--- src/hw/rtl/swm_pkg.sv ---
package swm_pkg;

    // width of the window size register
    localparam int CFG_BITS = 7;

    // lowest window that can be set, a zero is read as this
    localparam int MIN_WINDOW = 1;

endpackage

--- src/hw/rtl/swm_cell.sv ---
module swm_cell #(
    parameter int SAMPLE_BITS = 16
) (
    input  logic                   i_clk,
    input  logic                   i_rst_n,
    input  logic                   i_shift,
    input  logic [SAMPLE_BITS-1:0] i_sample,
    input  logic                   i_tok,
    input  logic [SAMPLE_BITS-1:0] i_max,
    input  logic                   i_stop,
    output logic [SAMPLE_BITS-1:0] o_sample,
    output logic                   o_tok,
    output logic                   o_tok_fwd,
    output logic [SAMPLE_BITS-1:0] o_max
);

    logic [SAMPLE_BITS-1:0] r_sample;
    logic [SAMPLE_BITS-1:0] n_sample;
    logic                   r_tok;
    logic [SAMPLE_BITS-1:0] r_max;
    logic [SAMPLE_BITS-1:0] n_max;

    // sample seen by a token this cycle, the shifted one while shifting
    assign n_sample = i_shift ? i_sample : r_sample;
    assign n_max    = ($signed(n_sample) > $signed(i_max)) ? n_sample : i_max;

    always_ff @(posedge i_clk) begin
        if (i_shift) begin
            r_sample <= i_sample;
        end
        if (i_tok) begin
            r_max <= n_max;
        end
    end

    always_ff @(posedge i_clk) begin
        if (!i_rst_n) begin
            r_tok <= 1'b0;
        end else begin
            r_tok <= i_tok;
        end
    end

    assign o_sample  = r_sample;
    assign o_tok     = r_tok;
    assign o_tok_fwd = r_tok & ~i_stop;
    assign o_max     = r_max;

endmodule

--- src/hw/rtl/sliding_window_maximum_core.sv ---
// result: a window-filling sample sends a max token one cell a cycle from the newest cell
//   to cell w, w the effective window size (1..MAX_WINDOW), then into the output register
// throughput: one sample per cycle while the window is not yet full and the output slot
//   is free; once full, the next sample waits for the max token to reach cell w
// reset: synchronous active low, window size back to 1, stream empty, no result pending
module sliding_window_maximum_core
    import swm_pkg::*;
#(
    parameter int MAX_WINDOW  = 64,
    parameter int SAMPLE_BITS = 16
) (
    input  logic                                  i_clk,
    input  logic                                  i_rst_n,
    // configuration write channel
    input  logic                                  i_cfg_valid,
    output logic                                  o_cfg_ready,
    input  logic [CFG_BITS-1:0]                   i_cfg_data,   // window_size
    // sample stream in
    input  logic                                  s_axis_tvalid,
    output logic                                  s_axis_tready,
    input  logic [((SAMPLE_BITS+7)/8)*8-1:0]      s_axis_tdata, // sample, zero pad
    input  logic                                  s_axis_tlast, // stream_end
    // result stream out
    output logic                                  m_axis_tvalid,
    input  logic                                  m_axis_tready,
    output logic [((SAMPLE_BITS+7)/8)*8-1:0]      m_axis_tdata  // window_max, zero pad
);

    localparam int TDW = ((SAMPLE_BITS + 7) / 8) * 8;
    localparam int FW  = $clog2(MAX_WINDOW + 1);
    localparam int WW  = (FW > CFG_BITS) ? FW : CFG_BITS;

    // most negative sample, seed of the running maximum
    localparam logic [SAMPLE_BITS-1:0] MOST_NEG = {1'b1, {(SAMPLE_BITS-1){1'b0}}};

    // configuration and stream bookkeeping
    logic [CFG_BITS-1:0]    r_cfg;
    logic [FW-1:0]          r_fill;
    logic [FW-1:0]          n_fill_inc;
    logic [WW-1:0]          cfg_x;
    logic [WW-1:0]          w_x;
    logic [FW-1:0]          w_eff;
    logic                   r_scan;
    logic                   accept;
    logic                   produce;

    // cell row wiring, index 0 is the newest sample
    logic [SAMPLE_BITS-1:0] c_sample [MAX_WINDOW];
    logic                   c_tok    [MAX_WINDOW];
    logic                   c_fwd    [MAX_WINDOW];
    logic [SAMPLE_BITS-1:0] c_max    [MAX_WINDOW];
    logic                   c_stop   [MAX_WINDOW];

    // result picked off the cell that closes the window
    logic                   done;
    logic [SAMPLE_BITS-1:0] done_max;
    logic                   r_out_valid;
    logic [SAMPLE_BITS-1:0] r_out_max;

    // effective window: zero reads as one, large values clip to the row length
    assign cfg_x = WW'(r_cfg);
    always_comb begin
        if (cfg_x == '0) begin
            w_x = WW'(MIN_WINDOW);
        end else if (cfg_x > WW'(MAX_WINDOW)) begin
            w_x = WW'(MAX_WINDOW);
        end else begin
            w_x = cfg_x;
        end
    end
    assign w_eff = w_x[FW-1:0];

    // fill count saturates at the row length
    assign n_fill_inc = (r_fill == FW'(MAX_WINDOW)) ? r_fill : r_fill + FW'(1);

    // one sample in flight at a time once the window is full, output slot must be free
    assign s_axis_tready = ~r_scan & (~r_out_valid | m_axis_tready);
    assign accept        = s_axis_tvalid & s_axis_tready;
    assign produce       = accept & (n_fill_inc >= w_eff);

    assign o_cfg_ready = 1'b1;

    always_ff @(posedge i_clk) begin
        if (!i_rst_n) begin
            r_cfg  <= CFG_BITS'(MIN_WINDOW);
            r_fill <= '0;
            r_scan <= 1'b0;
        end else begin
            if (i_cfg_valid) begin
                r_cfg <= i_cfg_data;
            end
            if (accept) begin
                // stream end empties the window after this sample is counted
                r_fill <= s_axis_tlast ? '0 : n_fill_inc;
            end
            if (produce) begin
                r_scan <= 1'b1;
            end else if (done) begin
                r_scan <= 1'b0;
            end
        end
    end

    // row of cells: samples shift on each request, a max token walks the row
    // from the newest sample until it reaches the cell that closes the window
    for (genvar g = 0; g < MAX_WINDOW; g++) begin : g_cell
        localparam logic [FW-1:0] POS = FW'(g + 1);

        logic [SAMPLE_BITS-1:0] up_sample;
        logic                   up_tok;
        logic [SAMPLE_BITS-1:0] up_max;

        if (g == 0) begin : g_head
            assign up_sample = s_axis_tdata[SAMPLE_BITS-1:0];
            assign up_tok    = produce;
            assign up_max    = MOST_NEG;
        end else begin : g_body
            assign up_sample = c_sample[g-1];
            assign up_tok    = c_fwd[g-1];
            assign up_max    = c_max[g-1];
        end

        assign c_stop[g] = (w_eff == POS);

        swm_cell #(
            .SAMPLE_BITS (SAMPLE_BITS)
        ) u_cell (
            .i_clk     (i_clk),
            .i_rst_n   (i_rst_n),
            .i_shift   (accept),
            .i_sample  (up_sample),
            .i_tok     (up_tok),
            .i_max     (up_max),
            .i_stop    (c_stop[g]),
            .o_sample  (c_sample[g]),
            .o_tok     (c_tok[g]),
            .o_tok_fwd (c_fwd[g]),
            .o_max     (c_max[g])
        );
    end

    // and-or pick of the finishing cell, only one token is ever live
    always_comb begin
        done     = 1'b0;
        done_max = '0;
        for (int k = 0; k < MAX_WINDOW; k++) begin
            if (c_tok[k] && c_stop[k]) begin
                done     = 1'b1;
                done_max = done_max | c_max[k];
            end
        end
    end

    // output register, parts the row from the downstream stall
    always_ff @(posedge i_clk) begin
        if (!i_rst_n) begin
            r_out_valid <= 1'b0;
        end else begin
            if (done) begin
                r_out_valid <= 1'b1;
            end else if (m_axis_tready) begin
                r_out_valid <= 1'b0;
            end
        end
    end

    always_ff @(posedge i_clk) begin
        if (done) begin
            r_out_max <= done_max;
        end
    end

    assign m_axis_tvalid = r_out_valid;
    assign m_axis_tdata  = TDW'(r_out_max);

endmodule
--- config.mk ---
export PLATFORM = sky130hd
export DESIGN_NAME = sliding_window_maximum_core
export DESIGN_NICKNAME = d
export VERILOG_FILES = /design/src/hw/rtl/swm_pkg.sv /design/src/hw/rtl/swm_cell.sv /design/src/hw/rtl/sliding_window_maximum_core.sv
export SDC_FILE = /design/constraint.sdc
export NUM_CORES = 2
export LEC_CHECK = 0
export BUFFER_PORTS_ARGS = -buffer_cell sky130_fd_sc_hd__buf_2
export CORE_ASPECT_RATIO = 1.4
export CORE_MARGIN = 5
export CORE_UTILIZATION = 25
export DETAILED_ROUTE_END_ITERATION = 6
export HOLD_SLACK_MARGIN = 0.05
export PLACE_DENSITY = 0.4
export SLEW_MARGIN = 20
export SYNTH_ARGS = -nofsm -noshare
export SYNTH_HDL_FRONTEND = slang
export SYNTH_HIERARCHICAL = 1
export SYNTH_SLANG_ARGS = --single-unit
--- constraint.sdc ---
create_clock -name i_clk -period 7.2 [get_ports i_clk]
set_input_delay 1.08 -clock i_clk [delete_from_list [all_inputs] [get_ports i_clk]]
set_output_delay 1.08 -clock i_clk [all_outputs]
set_load 0.03 [all_outputs]
==> key figures <==
Global routing
  • GRT overflow: 0
  • GR Layer Usage met3: 0.0462
  • M2 GR Usage: 0.443
  • Largest net degree at the start of global routing: 78
  • Met1 Use GR: 0.289
  • Global-route wire length before repair: 848000 microns
  • GR peak layer: met2
  • Vias in the first global route: 82840
  • Gr usage total: 0.265
  • Initial antenna violation count: 128

Synth
  • Mapped Avg Cell Area: 12.2 sq um
  • Yosys warns: 6
  • Post-Syn Instances: 9642
  • Netlist Area Pre-Place: 118000 sq um

Routing
  • # DRC: 11
  • Wire per inst: 40.7 microns
  • Detailed-route wire length: 669000 microns
  • Vias: 83154
  • Initial drt markers: 7463
  • Final ANT Viol Nets: 0
  • Drt pass-1 iters: 6
  • Avg Vias per Cell: 5.06

Cells and area
  • Most frequent cells in the layout: 1333 x mux2_2, 1112 x inv_1, 1097 x dfxtp_1
  • Share of layout cells above drive strength 1: 0.291
  • Most common cell after layout, fill and taps aside: mux2_2
  • Nets: 10905
  • Register area: 53300 sq um
  • Area of the multi-input gates: 57900 sq um
  • Fillers: 48287
  • Final core utilization: 0.285
  • Area Overhead vs Synth: 13.5%

STA
  • Period utilization: 0.796
  • RSZ-0062 raised after global routing: no
  • Final setup fails: 0
  • Worst-Margin Slew: 1380 ps
  • Final min period: 5730 ps
  • F_max: 174 MHz
  • PnR worst setup slack: 1470 ps
  • Total Neg Setup Slack: 0 ps
  • Max-slew violations: 0
  • Fin Clk Skew: 108 ps
  • Rel. slew slack: 0.0739
  • Final hold violations: 0

Placed design
  • Place WS: 1270 ps
  • Routability congestion estimate: 1.05
  • DP HPWL: 560000 microns
  • Port Buffers: 46

Clock network
  • CTS buffer count: 238
  • H-tree depth: 4
  • CTS Buffer Depth: 4
  • Hold Buf Count CTS: 0
  • Clock root cell: clkbuf_16
  • Worst-path clk slew: 60 ps
  • Worst-Skew Late Latency: 1020 ps
  • Clock tree sinks: 2144
  • # Post-CTS Setup Buffers: 0
  • Post-CTS sizing: 0
  • CTS tree: built

Worst setup path
  • Required @ worst endpoint: 7960 ps
  • Crit. End Element: flop
  • Top cell family by delay on the critical path: compound AO/OA/AOI/OAI gates
  • R2R Setup Slk: 1470 ps
  • WP data arrival: 6500 ps
  • CP most frequent cell: buf_4
  • Critical Setup Path Class: flop to flop
  • Startpoint Class: flop
  • Largest stage delay, worst path: 970 ps
  • CP max FO: 12
  • Critical-path top delay cell: nand3_1
  • CP Buf/Inv Count: 4
  • Crit-path cells: buf_4 -> nor2b_1 -> buf_4 -> and3_1 -> buf_4 -> a22oi_2 -> nand3_1 -> a211oi_1 -> nand4_1 -> buf_4

Outcome
  • Violated checks: DRC
  • Run status: finished with violations

Flow run
  • Max-cap violations: 0

Floorplan
  • Die Y-Extent: 823 microns
  • Starting Density: 0.251
  • Core ar.: 470000 sq um
  • Num ports: 48
  • DIE AREA: 486000 sq um
  • Die Wd: 590 microns
  • Std-Cell Rows: 298

Hold path
  • Worst min path class: input pin to flop

Pwr
  • Pwr per Cell Area: 293 nW/um^2
  • P_leak: 57.4 nW
  • Peak VDD IR: 218 uV
==> worst reg2reg max path, cell delays in order, from the launching register on <==
cell and delay, ps:
dfxtp_2 850, buf_4 500, nor2b_1 90, buf_4 250, and3_1 350, buf_4 330
a22oi_2 980, nand3_1 1020, a211oi_1 750, nand4_1 200, buf_4 250
==> registers in the layout, summed over array words and instances (netlist names) <==
signal and flops:
m_axis_tdata 16, m_axis_tvalid 1, g_cell.u_cell/o_max 1024, g_cell.u_cell/o_sample 1024, r_scan 1, g_cell.u_cell/o_tok 64, cfg_x 7, r_fill 7
==> path summary, 6_finish.rpt <==
check             startpoint                      endpoint  depth (start not counted)
max reg2reg         cfg_x[0]               m_axis_tdata[2]                         10
min reg2reg           r_scan                        r_scan                          2
min          s_axis_tdata[7]  g_cell[0].u_cell/o_sample[7]                          2
max                 cfg_x[0]               m_axis_tdata[2]                         10
==> per-layer routing <==
metal | vias up | part of all wire | wire length, microns
met5 | - | 0.00023 | 152
met3 | 1308 | 0.054 | 35800
met4 | 22 | 0.10 | 69600
met2 | 3254 | 0.48 | 318000
li1 | 36089 | - | -
met1 | 42481 | 0.37 | 245000
==> through the flow <==
step | hold slack [ps] | cells | power [W] | cell area, sq um
6_report | 367 | 16422 | 0.0392 | 134000
5_1_grt | 333 | 16361 | 0.0407 | 134000
3_5_place_dp | 454 | 15903 | 0.0263 | 126000
4_1_cts | 287 | 16344 | 0.0395 | 134000
2_1_floorplan | 436 | 9673 | 0.0236 | 118000
3_3_place_gp | 451 | 15894 | 0.0261 | 125000
==> power by group <==
group          switching, W  internal (W)
clock network       0.00564       0.00749
registers           0.00153        0.0145
logic               0.00486       0.00517
total                0.0120        0.0272
==> cell type report <==
type	instances	area share
Sequential cell	2144	0.398
Antenna cell	78	0.00146
Multi-Input combinational cell	6057	0.433
Clock buffer	348	0.0523
Tap cell	6300	0.0589
Inverter	1114	0.0313
Clock inverter	93	0.00828
Timing Repair Buffer	288	0.0169
(Power assumes the default switching activity.)
